==> config.mk <==
export PLATFORM = sky130hd
export DESIGN_NAME = ordered_list_engine
export DESIGN_NICKNAME = d
export VERILOG_FILES = /design/src/rtl/ole_pkg.sv /design/src/rtl/ordered_list_engine.sv /design/src/rtl/ole_ram.sv /design/src/rtl/ole_seq.sv
export VERILOG_INCLUDE_DIRS = /design/src /design/src/rtl
export SDC_FILE = /design/constraint.sdc
export NUM_CORES = 1
export LEC_CHECK = 0
export BUFFER_PORTS_ARGS = -buffer_cell sky130_fd_sc_hd__buf_2
export CAP_MARGIN = 10
export CORE_MARGIN = 2
export CORE_UTILIZATION = 50
export DETAILED_ROUTE_END_ITERATION = 6
export PLACE_DENSITY = 0.69
export SLEW_MARGIN = 0
export SYNTH_ARGS = -nofsm -noshare
export SYNTH_HDL_FRONTEND = slang
export SYNTH_SLANG_ARGS = --single-unit
==> constraint.sdc <==
create_clock -name clock -period 4.27 [get_ports clock]
set_input_delay 0.854 -clock clock [delete_from_list [all_inputs] [get_ports clock]]
set_output_delay 0.854 -clock clock [all_outputs]
set_load 0.05 [all_outputs]
==> src/rtl/ordered_list_engine_defines.svh <==
// ----------------------------------------------------------------------------
// Ordered list engine assertion macros
// Assertion helpers; they expand to nothing when SYNTHESIS is defined.
// ----------------------------------------------------------------------------
`ifndef ORDERED_LIST_ENGINE_DEFINES_SVH
`define ORDERED_LIST_ENGINE_DEFINES_SVH

`ifndef SYNTHESIS
`define OLE_ASSERT_IMPL(name, clk, rst, pre, post) \
   name: assert property (@(posedge clk) disable iff (rst) (pre) |-> (post)) \
      else $error("ordered_list_engine: assertion failed");
`define OLE_ASSERT_NEXT(name, clk, rst, pre, post) \
   name: assert property (@(posedge clk) disable iff (rst) (pre) |=> (post)) \
      else $error("ordered_list_engine: assertion failed");
`else
`define OLE_ASSERT_IMPL(name, clk, rst, pre, post)
`define OLE_ASSERT_NEXT(name, clk, rst, pre, post)
`endif

`endif

==> src/rtl/ole_pkg.sv <==
// ----------------------------------------------------------------------------
// Ordered list engine package
// Opcodes, sequencer states and the structs between top level and sequencer.
// ----------------------------------------------------------------------------
`default_nettype none

package ole_pkg;

   localparam int POS_W   = 5;
   localparam int VALUE_W = 32;
   localparam int OUT_W   = 5;

   localparam logic [1:0] OP_INSERT = 2'd0;
   localparam logic [1:0] OP_REMOVE = 2'd1;
   localparam logic [1:0] OP_SEARCH = 2'd2;

   localparam logic [OUT_W-1:0] NOT_FOUND = {OUT_W{1'b1}};

   typedef enum logic {
      SEQ_OP_INSERT,
      SEQ_OP_SEARCH
   } seq_op_type;

   typedef enum logic [2:0] {
      SEQ_IDLE,
      SEQ_SHIFT_RD,
      SEQ_SHIFT_WR,
      SEQ_PUT,
      SEQ_SRCH_RD,
      SEQ_SRCH_CMP
   } seq_state_type;

   typedef struct packed {
      logic               go;
      seq_op_type         op;
      logic [POS_W-1:0]   pos;
      logic [VALUE_W-1:0] value;
   } seq_cmd_type;

   typedef struct packed {
      logic             done;
      logic             is_insert;
      logic             found;
      logic [OUT_W-1:0] index;
   } seq_done_type;

endpackage

`default_nettype wire

==> src/rtl/ordered_list_engine.sv <==
// ----------------------------------------------------------------------------
// Ordered list engine
// Ordered list of up to MAX_ENTRIES signed 32-bit values with insert at a
// position, remove of the last entry and search for the first equal entry.
// ----------------------------------------------------------------------------
// Usage:
//   A transaction is taken on a rising edge with start high and busy low.
//   Every transaction returns one result on rsp_* with rsp_strobe high for
//   exactly one cycle; the receiver cannot hold it off.
// Remove, opcode three, a rejected insert and a search of an empty list
// respond through the result registers alone, without the sequencer. An insert
// shifts entries from the count down to the position, then writes the value;
// a search compares entries from index zero up to the first hit or the last.
// Each shifted or compared entry is read and then written or compared on
// the single read and write port pair of the entry RAM, using one counter.
// busy stays high until the result is registered; a new transaction can
// be taken in the cycle the result is strobed.
// Reset clears the entry count and the sequencer; entry contents are not
// cleared and need no pass, as only entries below the count are read.
// ----------------------------------------------------------------------------
`default_nettype none

`include "ordered_list_engine_defines.svh"

module ordered_list_engine #(
   parameter int MAX_ENTRIES = 16
) (
   input  wire logic                                clock,
   input  wire logic                                reset,
   input  wire logic                                start,
   output logic                                     busy,
   input  wire logic [1:0]                          req_opcode,
   input  wire logic signed [ole_pkg::VALUE_W-1:0]  req_value,
   input  wire logic [ole_pkg::POS_W-1:0]           req_position,
   output logic                                     rsp_strobe,
   output logic                                     rsp_status,
   output logic signed [ole_pkg::OUT_W-1:0]         rsp_found_index,
   output logic [ole_pkg::OUT_W-1:0]                rsp_entry_count
);

   localparam int LEN_W = $clog2(MAX_ENTRIES + 1);
   localparam int IDX_W = (MAX_ENTRIES > 1) ? $clog2(MAX_ENTRIES) : 1;
   localparam int CMP_W = (LEN_W > ole_pkg::POS_W) ? LEN_W : ole_pkg::POS_W;

   logic [LEN_W-1:0]                  length_ff, length_in;
   logic [LEN_W+ole_pkg::OUT_W-1:0]   length_wide;
   logic                              rsp_strobe_ff, rsp_strobe_in;
   logic                              rsp_status_ff, rsp_status_in;
   logic [ole_pkg::OUT_W-1:0]         rsp_found_index_ff, rsp_found_index_in;
   logic [ole_pkg::OUT_W-1:0]         rsp_entry_count_ff;

   logic                              accept, imm, imm_status, ins_ok;
   ole_pkg::seq_cmd_type              cmd;
   ole_pkg::seq_done_type             done;

   logic                              wr_en;
   logic [IDX_W-1:0]                  wr_addr, rd_addr;
   logic [ole_pkg::VALUE_W-1:0]       wr_data, rd_data;

   assign accept = start && !busy;
   assign ins_ok = (CMP_W'(req_position) <= CMP_W'(length_ff))
                   && (length_ff != LEN_W'(MAX_ENTRIES));

   always_comb begin
      cmd        = '0;
      cmd.op     = ole_pkg::SEQ_OP_INSERT;
      cmd.pos    = req_position;
      cmd.value  = req_value;
      imm        = 1'b0;
      imm_status = 1'b0;
      length_in  = length_ff;
      if (accept) begin
         unique case (req_opcode)
            ole_pkg::OP_INSERT: begin
               if (ins_ok) begin
                  cmd.go = 1'b1;
               end else begin
                  imm        = 1'b1;
                  imm_status = 1'b1;
               end
            end
            ole_pkg::OP_REMOVE: begin
               imm = 1'b1;
               if (length_ff == '0) begin
                  imm_status = 1'b1;
               end else begin
                  length_in = length_ff - LEN_W'(1);
               end
            end
            ole_pkg::OP_SEARCH: begin
               if (length_ff == '0) begin
                  imm = 1'b1;
               end else begin
                  cmd.go = 1'b1;
                  cmd.op = ole_pkg::SEQ_OP_SEARCH;
               end
            end
            default: begin
               imm        = 1'b1;
               imm_status = 1'b1;
            end
         endcase
      end
      if (done.done && done.is_insert) begin
         length_in = length_ff + LEN_W'(1);
      end
   end

   assign length_wide        = {{ole_pkg::OUT_W{1'b0}}, length_in};
   assign rsp_strobe_in      = imm || done.done;
   assign rsp_status_in      = done.done ? 1'b0 : imm_status;
   assign rsp_found_index_in = (done.done && done.found) ? done.index : ole_pkg::NOT_FOUND;

   always_ff @(posedge clock) begin
      if (reset) begin
         length_ff     <= '0;
         rsp_strobe_ff <= 1'b0;
      end else begin
         length_ff     <= length_in;
         rsp_strobe_ff <= rsp_strobe_in;
      end
   end

   always_ff @(posedge clock) begin
      rsp_status_ff      <= rsp_status_in;
      rsp_found_index_ff <= rsp_found_index_in;
      rsp_entry_count_ff <= length_wide[ole_pkg::OUT_W-1:0];
   end

   assign rsp_strobe      = rsp_strobe_ff;
   assign rsp_status      = rsp_status_ff;
   assign rsp_found_index = rsp_found_index_ff;
   assign rsp_entry_count = rsp_entry_count_ff;

   ole_seq #(
      .MAX_ENTRIES (MAX_ENTRIES),
      .LEN_W       (LEN_W),
      .IDX_W       (IDX_W)
   ) u_seq (
      .clock   (clock),
      .reset   (reset),
      .cmd     (cmd),
      .length  (length_ff),
      .rd_data (rd_data),
      .busy    (busy),
      .wr_en   (wr_en),
      .wr_addr (wr_addr),
      .wr_data (wr_data),
      .rd_addr (rd_addr),
      .done    (done)
   );

   ole_ram #(
      .WIDTH  (ole_pkg::VALUE_W),
      .DEPTH  (MAX_ENTRIES),
      .ADDR_W (IDX_W)
   ) u_entries (
      .clock   (clock),
      .wr_en   (wr_en),
      .wr_addr (wr_addr),
      .wr_data (wr_data),
      .rd_addr (rd_addr),
      .rd_data (rd_data)
   );

   // every transaction either responds next cycle or occupies the sequencer
   `OLE_ASSERT_NEXT(a_accept_progress, clock, reset, accept, rsp_strobe_ff || busy)
   // sequencer completion always produces a result
   `OLE_ASSERT_IMPL(a_done_strobe, clock, reset, $fell(busy), rsp_strobe_ff)
   // no result while a sequenced transaction is in flight
   `OLE_ASSERT_IMPL(a_busy_quiet, clock, reset, busy, !rsp_strobe_ff)

endmodule

`default_nettype wire

==> src/rtl/ole_ram.sv <==
// ----------------------------------------------------------------------------
// Generic RAM
// One write port, one read port, registered read data.
// ----------------------------------------------------------------------------
`default_nettype none

module ole_ram #(
   parameter int WIDTH = 32,
   parameter int DEPTH = 16,
   parameter int ADDR_W = (DEPTH > 1) ? $clog2(DEPTH) : 1
) (
   input  wire logic              clock,
   input  wire logic              wr_en,
   input  wire logic [ADDR_W-1:0] wr_addr,
   input  wire logic [WIDTH-1:0]  wr_data,
   input  wire logic [ADDR_W-1:0] rd_addr,
   output logic      [WIDTH-1:0]  rd_data
);

   logic [WIDTH-1:0] mem_ff [DEPTH];

   always_ff @(posedge clock) begin
      if (wr_en) begin
         mem_ff[wr_addr] <= wr_data;
      end
      rd_data <= mem_ff[rd_addr];
   end

endmodule

`default_nettype wire

==> src/rtl/ole_seq.sv <==
// ----------------------------------------------------------------------------
// Ordered list engine sequencer
// Walks the entry RAM one step at a time: shifts entries back for an insert,
// compares one entry per pass for a search.
// ----------------------------------------------------------------------------
`default_nettype none

module ole_seq #(
   parameter int MAX_ENTRIES = 16,
   parameter int LEN_W = $clog2(MAX_ENTRIES + 1),
   parameter int IDX_W = (MAX_ENTRIES > 1) ? $clog2(MAX_ENTRIES) : 1
) (
   input  wire logic                          clock,
   input  wire logic                          reset,
   input  wire ole_pkg::seq_cmd_type          cmd,
   input  wire logic [LEN_W-1:0]              length,
   input  wire logic [ole_pkg::VALUE_W-1:0]   rd_data,
   output logic                               busy,
   output logic                               wr_en,
   output logic [IDX_W-1:0]                   wr_addr,
   output logic [ole_pkg::VALUE_W-1:0]        wr_data,
   output logic [IDX_W-1:0]                   rd_addr,
   output ole_pkg::seq_done_type              done
);

   localparam int CMP_W = (LEN_W > ole_pkg::POS_W) ? LEN_W : ole_pkg::POS_W;

   ole_pkg::seq_state_type state_ff, state_in;
   logic [LEN_W-1:0]              k_ff, k_in;
   logic [LEN_W-1:0]              km1, kp1;
   logic [ole_pkg::POS_W-1:0]     pos_ff;
   logic [ole_pkg::VALUE_W-1:0]   value_ff;
   logic [LEN_W+ole_pkg::OUT_W-1:0] k_wide;
   logic                          match, at_pos, last, start_at_pos;

   assign km1          = k_ff - LEN_W'(1);
   assign kp1          = k_ff + LEN_W'(1);
   assign k_wide       = {{ole_pkg::OUT_W{1'b0}}, k_ff};
   assign match        = (rd_data == value_ff);
   assign at_pos       = (CMP_W'(km1) == CMP_W'(pos_ff));
   assign last         = (kp1 == length);
   assign start_at_pos = (CMP_W'(length) == CMP_W'(cmd.pos));
   assign busy         = (state_ff != ole_pkg::SEQ_IDLE);

   always_ff @(posedge clock) begin
      if (reset) begin
         state_ff <= ole_pkg::SEQ_IDLE;
      end else begin
         state_ff <= state_in;
      end
   end

   always_ff @(posedge clock) begin
      k_ff <= k_in;
      if (cmd.go) begin
         pos_ff   <= cmd.pos;
         value_ff <= cmd.value;
      end
   end

   // next state
   always_comb begin
      state_in = state_ff;
      unique case (state_ff)
         ole_pkg::SEQ_IDLE: begin
            if (cmd.go) begin
               if (cmd.op == ole_pkg::SEQ_OP_INSERT) begin
                  state_in = start_at_pos ? ole_pkg::SEQ_PUT : ole_pkg::SEQ_SHIFT_RD;
               end else begin
                  state_in = ole_pkg::SEQ_SRCH_RD;
               end
            end
         end
         ole_pkg::SEQ_SHIFT_RD: state_in = ole_pkg::SEQ_SHIFT_WR;
         ole_pkg::SEQ_SHIFT_WR: state_in = at_pos ? ole_pkg::SEQ_PUT : ole_pkg::SEQ_SHIFT_RD;
         ole_pkg::SEQ_PUT:      state_in = ole_pkg::SEQ_IDLE;
         ole_pkg::SEQ_SRCH_RD:  state_in = ole_pkg::SEQ_SRCH_CMP;
         ole_pkg::SEQ_SRCH_CMP: begin
            state_in = (match || last) ? ole_pkg::SEQ_IDLE : ole_pkg::SEQ_SRCH_RD;
         end
         default:               state_in = ole_pkg::SEQ_IDLE;
      endcase
   end

   // outputs
   always_comb begin
      k_in           = k_ff;
      wr_en          = 1'b0;
      wr_addr        = k_ff[IDX_W-1:0];
      wr_data        = rd_data;
      rd_addr        = k_ff[IDX_W-1:0];
      done           = '0;
      done.index     = ole_pkg::NOT_FOUND;
      unique case (state_ff)
         ole_pkg::SEQ_IDLE: begin
            if (cmd.go) begin
               k_in = (cmd.op == ole_pkg::SEQ_OP_INSERT) ? length : '0;
            end
         end
         ole_pkg::SEQ_SHIFT_RD: begin
            rd_addr = km1[IDX_W-1:0];
         end
         ole_pkg::SEQ_SHIFT_WR: begin
            wr_en = 1'b1;
            k_in  = km1;
         end
         ole_pkg::SEQ_PUT: begin
            wr_en          = 1'b1;
            wr_data        = value_ff;
            done.done      = 1'b1;
            done.is_insert = 1'b1;
         end
         ole_pkg::SEQ_SRCH_RD: begin
         end
         ole_pkg::SEQ_SRCH_CMP: begin
            if (match) begin
               done.done  = 1'b1;
               done.found = 1'b1;
               done.index = k_wide[ole_pkg::OUT_W-1:0];
            end else if (last) begin
               done.done = 1'b1;
            end else begin
               k_in = kp1;
            end
         end
         default: begin
         end
      endcase
   end

endmodule

`default_nettype wire
==> results.md, run 1 <==
- Yosys top cell by area: edfxtp_1
- Setup TNS: 0 ns
- WHS Path Cells: 1
- R2r worst-path depth: 9
- Minimum clock period: around 3.5 ns
- Max Clk Rate: ~0.29 GHz
- HPWL after DPL: 29800 µm
- Reg clk slew, reported paths: roughly 0.06 ns
- Critical Path RT: 4.76 ns
- Pins Over Slew Limit: 0
- Die Y: between 200 and 250 µm
- Vias per cell: about 5.9
- Startpoint Class: flop
- Final hold vios: 0
- Final Setup Violations: 0
- Initial Utilization: 0.504
- Synth top area share: 0.694
- Slew margin rel.: 0.233
- Post-CTS Setup Inserts: 0
- Seq/Total Area, Yosys: 0.738
- Reg2reg start: u_seq.k_ff[0]
- LEAKAGE: just under 9 nW
- RSZ-0062 raised after global routing: no
- Area delta synth->final: 12.3%
- Routability cong.: between 0.8 and 0.9
- Worst flop-to-flop path endpoint: u_entries.rd_data[10]
- Post-synth EDFFs: between 500 and 600
- Total track usage: 0.219
- Crit. End Element: flop
- Post-synthesis register bit count: 606
- Max-cap violations: 0
- Area contributors post-synth: edfxtp_1, dfxtp_1, nand2_1
- Post-synth ARST share: 0
- WHS Endpoint: u_seq.value_ff[4]
- Nets@finish: 1637
- Antenna diode count: 0
- Net count after synthesis: approximately 1600
- DR vias: 13301
- Clock buffer count from CTS: 59
- Critical Path Fanout Max: 18
- # port buffers: 54
- R2R Setup Slk: 0.77 ns
- Worst EP arrival: ~4 ns
- CTS tree: done
- CTS resizes: 0
- Die area: about 50000 µm²
- Top_reg_cell synth: edfxtp_1
- Tcrit/Tclk final: 0.821
- Inst Count DP: approximately 2100
- DRT antenna net count: 0
- Peak supply drop: around 0.33 mV
- Worst slew pin tran: 1.15 ns
- Worst min path class: primary input to flop
- Post-route insts no fill: 2248
- Grt ovf: 0
- Number of global-route vias before repair: 12931
- Hold wc startpoint: req_value[4]
- Global-route wire length before repair: approximately 80000 µm
- Core Area: 47500 µm²
- Drt drc: 0
- Antenna violations before repair: 0
- DR iter-0 viols: about 1500
- Clk_lat worst skew: around 0.61 ns
- IO Pins: 55
- DRT Pass-1 Iters: 6
- Setup Skew: approximately 0.0087 ns
- WL final: approximately 54000 µm
- Cell Area, Placed: 25000 µm²
- Worst hold margin: 0.419 ns
- Hold buffer count at cts: 0
- # rows: 80
- Routed WL per cell: 24.2 µm
- Fin area: about 27000 µm²
- Clk sinks: 606
- Synth cell types: 56
- Synthesis warning total: 0
- PwrDens: between 400 and 500 nW/µm²
- Share of cells above drive strength 1: 0.160
- Core Util, Final: 0.566
- Synthesized area per cell: 15.7 µm²
- Crit Path Class: flop to flop
- Root Buffer: clkbuf_16
- Cells after synthesis: ~1500
- Status: completed
- Largest net degree at the start of global routing: roughly 90
- CTS max path bufs: 3
- DIE WIDTH: approximately 220 µm
- H-tree Lvls: 2
- Syn Std Cell Area: roughly 24000 µm²
[per-stage QoR]
step / setup slack [ns] / power (mW)
after CTS: 0.776 / 12.3
final: 0.765 / 12.2
after global placement: 0.871 / 7.23
after detailed placement: 0.810 / 7.25
after floorplan: 0.220 / 7.07
after global routing: 0.615 / 12.6
[worst max-delay path, cell delays in order (launching register included)]
cell,delay [ns]
edfxtp_1,0.63
inv_1,0.28
ha_1,0.41
and4bb_2,0.36
xor2_4,0.38
buf_4,0.39
mux4_2,0.36
o22ai_1,0.18
a211oi_1,0.08
a221o_1,0.29
[registers in the layout, summed over array words and instances (netlist names)]
register / count
rsp_status: 1
u_seq.k_ff: 5
u_seq.value_ff: 32
rsp_found_index: 5
rsp_entry_count: 5
u_entries.rd_data: 32
u_seq.state_ff: 3
u_seq.pos_ff: 5
length_ff: 5
u_entries.mem_ff: 512
rsp_strobe: 1
[cells by family after synthesis]
kind of cell             count (synthesis)  share of synthesized area
AO/OA/AOI/OAI                          265                     0.0798
XOR/XNOR                                54                     0.0204
adder cells (fa/ha/maj)                 12                    0.00627
buffers and inverters                  106                     0.0192
flip-flops                             606                      0.738
multiplexers                            98                     0.0598
AND/OR/NAND/NOR                        388                     0.0766
[power by group]
part | switching (mW) | leakage [nW] | total [mW] | internal, mW
logic | 0.349 | 2.58 | 0.538 | 0.189
registers | 0.0327 | 5.43 | 6.59 | 6.55
clock network | 2.11 | 0.916 | 5.10 | 2.99
[cells in the mapped netlist (5+ instances only)]
| cell | n |
|---|---|
| a211oi_1 | 97 |
| a21oi_1 | 14 |
| a221o_1 | 33 |
| a31oi_1 | 65 |
| and2_1 | 82 |
| buf_1 | 5 |
| buf_2 | 19 |
| buf_6 | 5 |
| clkbuf_1 | 66 |
| dfxtp_1 | 52 |
| edfxtp_1 | 554 |
| ha_1 | 12 |
| inv_1 | 11 |
| mux2_2 | 30 |
| mux2i_1 | 34 |
| mux4_2 | 33 |
| nand2_1 | 237 |
| nand4_1 | 10 |
| nor2_1 | 11 |
| nor2b_1 | 9 |
| nor3_1 | 11 |
| o21ai_0 | 8 |
| o22ai_1 | 32 |
| or3_1 | 5 |
| xnor2_1 | 43 |
| xor2_1 | 9 |
[how the worst max path moves through the flow]
stage / from / to / slack [ns] / cells past startpoint
finish: u_seq.k_ff[0] / u_entries.rd_data[10] / 0.77 / 9
global route: u_seq.k_ff[0] / u_entries.rd_data[2] / 0.62 / 9
floorplan: req_position[3] / u_seq.pos_ff[0] / 0.22 / 6
CTS: u_seq.k_ff[0] / u_entries.rd_data[10] / 0.78 / 9
detailed placement: u_seq.k_ff[0] / u_entries.rd_data[10] / 0.81 / 9
global placement: req_position[3] / u_seq.k_ff[4] / 0.87 / 8
[routing by layer]
metal / vias to the layer above / GRT usage / wire length, µm
li1: 6012 / - / -
met1: 6692 / 0.305 / 22900
met2: 513 / 0.353 / 26000
met3: 84 / 0.0414 / 4060
met4: 0 / 0.0706 / 1410
met5: - / 0 / 0
[placed cells by master (no fill, tap or decap), types with 3 or more instances in the layout]
| master | Yosys | routed |
|---|---|---|
| and2_2 | 0 | 18 |
| inv_1 | 11 | 11 |
| o22ai_1 | 32 | 32 |
| mux4_2 | 33 | 33 |
| or3_1 | 5 | 5 |
| buf_12 | 0 | 5 |
| clkbuf_1 | 66 | 26 |
| a31oi_1 | 65 | 65 |
| mux2i_1 | 34 | 33 |
| dfxtp_1 | 52 | 52 |
| nand2_1 | 237 | 236 |
| o21ai_0 | 8 | 8 |
| nor3_1 | 11 | 11 |
| buf_4 | 0 | 29 |
| and2_1 | 82 | 65 |
| edfxtp_1 | 554 | 554 |
| clkbuf_16 | 0 | 61 |
| nor2_1 | 11 | 11 |
| a211oi_1 | 97 | 97 |
| mux2_2 | 30 | 30 |
| clkinv_1 | 0 | 7 |
| nand4_1 | 10 | 10 |
| bufinv_16 | 0 | 4 |
| a21oi_1 | 14 | 14 |
| a221oi_1 | 3 | 3 |
| nand3_1 | 4 | 4 |
| nor3b_1 | 4 | 4 |
| nor2b_4 | 0 | 3 |
| ha_1 | 12 | 12 |
| buf_2 | 19 | 54 |
| clkinv_2 | 0 | 4 |
| nor2b_1 | 9 | 6 |
| clkbuf_8 | 0 | 7 |
| xnor2_1 | 43 | 42 |
| xor2_1 | 9 | 8 |
| a221o_1 | 33 | 33 |
[cell type report]
| cell class | instances | area, µm² |
|---|---|---|
| Timing Repair Buffer | 88 | 588 |
| Clock buffer | 94 | 1720 |
| Fill cell | 3599 | 20600 |
| Tap cell | 615 | 769 |
| Clock inverter | 17 | 181 |
| Multi-Input combinational cell | 817 | 5930 |
| Sequential cell | 606 | 17700 |
| Inverter | 11 | 41.3 |
Note: power is estimated with default switching activity, not from simulation.
==> run 2: changes to the inputs <==
--- a/config.mk
+++ b/config.mk
@@ -6,12 +6,13 @@
 export SDC_FILE = /design/constraint.sdc
 export NUM_CORES = 1
 export LEC_CHECK = 0
+export ABC_AREA = 1
 export BUFFER_PORTS_ARGS = -buffer_cell sky130_fd_sc_hd__buf_2
 export CAP_MARGIN = 10
 export CORE_MARGIN = 2
 export CORE_UTILIZATION = 50
 export DETAILED_ROUTE_END_ITERATION = 6
-export PLACE_DENSITY = 0.69
+export PLACE_DENSITY = 0.66
 export SLEW_MARGIN = 0
 export SYNTH_ARGS = -nofsm -noshare
 export SYNTH_HDL_FRONTEND = slang
==> constraint.sdc (replaced) <==
create_clock -name clock -period 3.6 [get_ports clock]
set_input_delay 0.72 -clock clock [delete_from_list [all_inputs] [get_ports clock]]
set_output_delay 0.72 -clock clock [all_outputs]
set_load 0.05 [all_outputs]
==> run 2 against run 1 <==
Compared with the run above: wire length is 11% higher; non-clock buffer count is 20 higher; synthesized cell count is 38% higher; die area is 4.1% higher; clock power is 29% higher; highest routed layer unchanged.
==> results.md, run 2 <==
- WL final: 60400 µm
- CTS max path bufs: 3
- Share of cells above drive strength 1: 0.113
- CTS tree: done
- Yosys top cell by area: edfxtp_1
- Post-CTS Setup Inserts: 0
- Peak supply drop: approximately 0.53 mV
- Post-route insts no fill: between 2000 and 3000
- Initial Utilization: 0.509
- Pins Over Slew Limit: 0
- Startpoint Class: flop
- Minimum clock period: ~2.8 ns
- Critical Path RT: 4.15 ns
- Most common cell after layout, fill and taps aside: edfxtp_1
- LEAKAGE: about 10 nW
- Worst setup path start: u_seq.k_ff[0]
- Root Buffer: clkbuf_16
- Fin area: between 20000 and 30000 µm²
- Inst Count DP: between 2000 and 3000
- Reg2reg start: u_seq.k_ff[0]
- Cell Area, Placed: 26300 µm²
- Area delta synth->final: 13.8%
- H-tree Lvls: 2
- Final Setup Violations: 0
- Setup WS pre-CTS: just under 0.8 ns
- Drt drc: 0
- Hold wc startpoint: req_value[24]
- Reg clk slew, reported paths: 0.06 ns
- Routability cong.: 0.859
- Tcrit/Tclk final: 0.770
- Crit. End Element: flop
- Synth top area share: 0.667
- Top_reg_cell synth: edfxtp_1
- Register with the most flip-flops: u_entries.mem_ff
- Worst hold margin: between 0.2 and 0.3 ns
- Setup Skew: roughly 0.037 ns
- Max FFs per register: between 500 and 600
- Worst slew pin tran: 0.912 ns
- CTS resizes: 0
- Commonest non-fill, non-tap cells in the layout: edfxtp_1, nand2_1, nor2_1, inv_1, nand3_1
- Global-route wire length before repair: slightly above 90000 µm
- Synthesis warning total: 0
- Antenna diode count: 0
- Core Util, Final: 0.579
- Area contributors post-synth: edfxtp_1, nand2_1, o211ai_1
- Synth cell types: 35
- Die area: 51700 µm²
- PwrDens: between 700 and 800 nW/µm²
- HPWL after DPL: around 31000 µm
- Post-synth EDFFs: around 550
- Clk sinks: about 610
- Grt ovf: 0
- Synth top cells by count: edfxtp_1, nand2_1, nor2_1
- Clk_lat worst skew: between 0.6 and 0.7 ns
- Post-synth ARST share: 0
- Cells after synthesis: approximately 2100
- Vias per cell: between 5 and 6
- # rows: 81
- Post-synthesis register bit count: just over 600
- Setup WS post-layout: between 0.8 and 0.9 ns
- Hold buffer count at cts: 0
- Worst EP arrival: between 3 and 4 ns
- Status: completed
- Number of global-route vias before repair: 15579
- DRT antenna net count: 0
- DRT Pass-1 Iters: 5
- Antenna violations before repair: 0
- Setup TNS: 0 ns
- Core Area: around 50000 µm²
- Final Power: about 20 mW
- # fillers: between 4000 and 5000
- Largest registers: u_entries.mem_ff x512, u_entries.rd_data x32, u_seq.value_ff x32
- Worst min path class: primary input to flop
- Max Clk Rate: 0.361 GHz
- Slew margin rel.: 0.392
- Synthesized area per cell: between 10 and 15 µm²
- Final hold vios: 0
- Net count after synthesis: roughly 2200
- Die Y: between 200 and 250 µm
- Seq/Total Area, Yosys: 0.708
- Largest net degree at the start of global routing: 133
- Max-cap violations: 0
- Critical Path Fanout Max: 47
- Nets@finish: 2226
- IO Pins: between 50 and 60
- DR iter-0 viols: 1774
- Total track usage: 0.239
- DR vias: 16043
- # port buffers: 54
- RSZ-0062 raised after global routing: no
- Crit Path Class: flop to flop
- Clock buffer count from CTS: 61
- Most frequent cell after synthesis: edfxtp_1
- Routed WL per cell: roughly 21 µm
- DIE WIDTH: about 230 µm
- Syn Std Cell Area: between 20000 and 25000 µm²
run 2: cell count changes in the layout (fill, tap and decap cells not counted), moves of 30 or more:
cell      previous run  this run
nor2_1              11       247
inv_1               11       193
nand3_1              4       172
o21ai_0              8       163
o211ai_1             0       149
nand2_1            236       340
a211oi_1            97         1
a31oi_1             65         0
and2_1              65         2
a221o_1             33         0
mux2i_1             33         0
mux4_2              33         0
o22ai_1             32         0
mux2_2              30         0
run 2: logic make-up (layout without fill, tap and decap cells):
logic type / after synthesis / count (layout) / share of synthesized area
AOI/OAI and AO/OA: 361 / 361 / 0.0913
xor gates and xnor gates: 28 / 28 / 0.00983
adders and majority gates: 12 / 12 / 0.00602
buffers and inverters: 313 / 425 / 0.0542
DFF: 606 / 606 / 0.708
and+or+nand+nor: 793 / 793 / 0.130
run 2: worst paths after layout:
path | endpoint | slack (ns) | cells after the start
max | u_entries.rd_data[12] | 0.83 | 8
min | u_seq.value_ff[24] | 0.26 | 1
max reg2reg | u_entries.rd_data[12] | 0.83 | 8
min reg2reg | rsp_found_index[4] | 0.59 | 2
run 2: power breakdown:
part           leakage, nW  switching (mW)  internal [mW]
Sequential            5.43           0.183           8.86
Combinational         3.84            3.25           1.34
Clock                 1.05            2.66           3.92
run 2: cell type report:
class	instances	area [µm²]	share of cell area
clock buffer	91	1850	0.0653
multi-input combinational	1194	6090	0.215
sequential	606	17700	0.623
clock inverter	25	283	0.00996
inverter	201	759	0.0268
timing repair buffer	108	888	0.0313
tap	664	831	0.0293
run 2: routing by layer:
layer	vias to the layer above	wire length, µm	track usage
li1	7532	-	-
met3	133	4530	0.0399
met1	7814	25600	0.327
met2	564	28400	0.388
met5	-	0	0
met4	0	1900	0.0871
run 2: worst max-delay path: stages, from the launching register on:
cell,delay (ns)
edfxtp_1,0.60
inv_2,0.15
ha_1,0.44
o21ai_4,0.24
buf_4,0.59
o21ai_0,0.24
o211ai_1,0.23
nand3_1,0.09
nand2_1,0.08
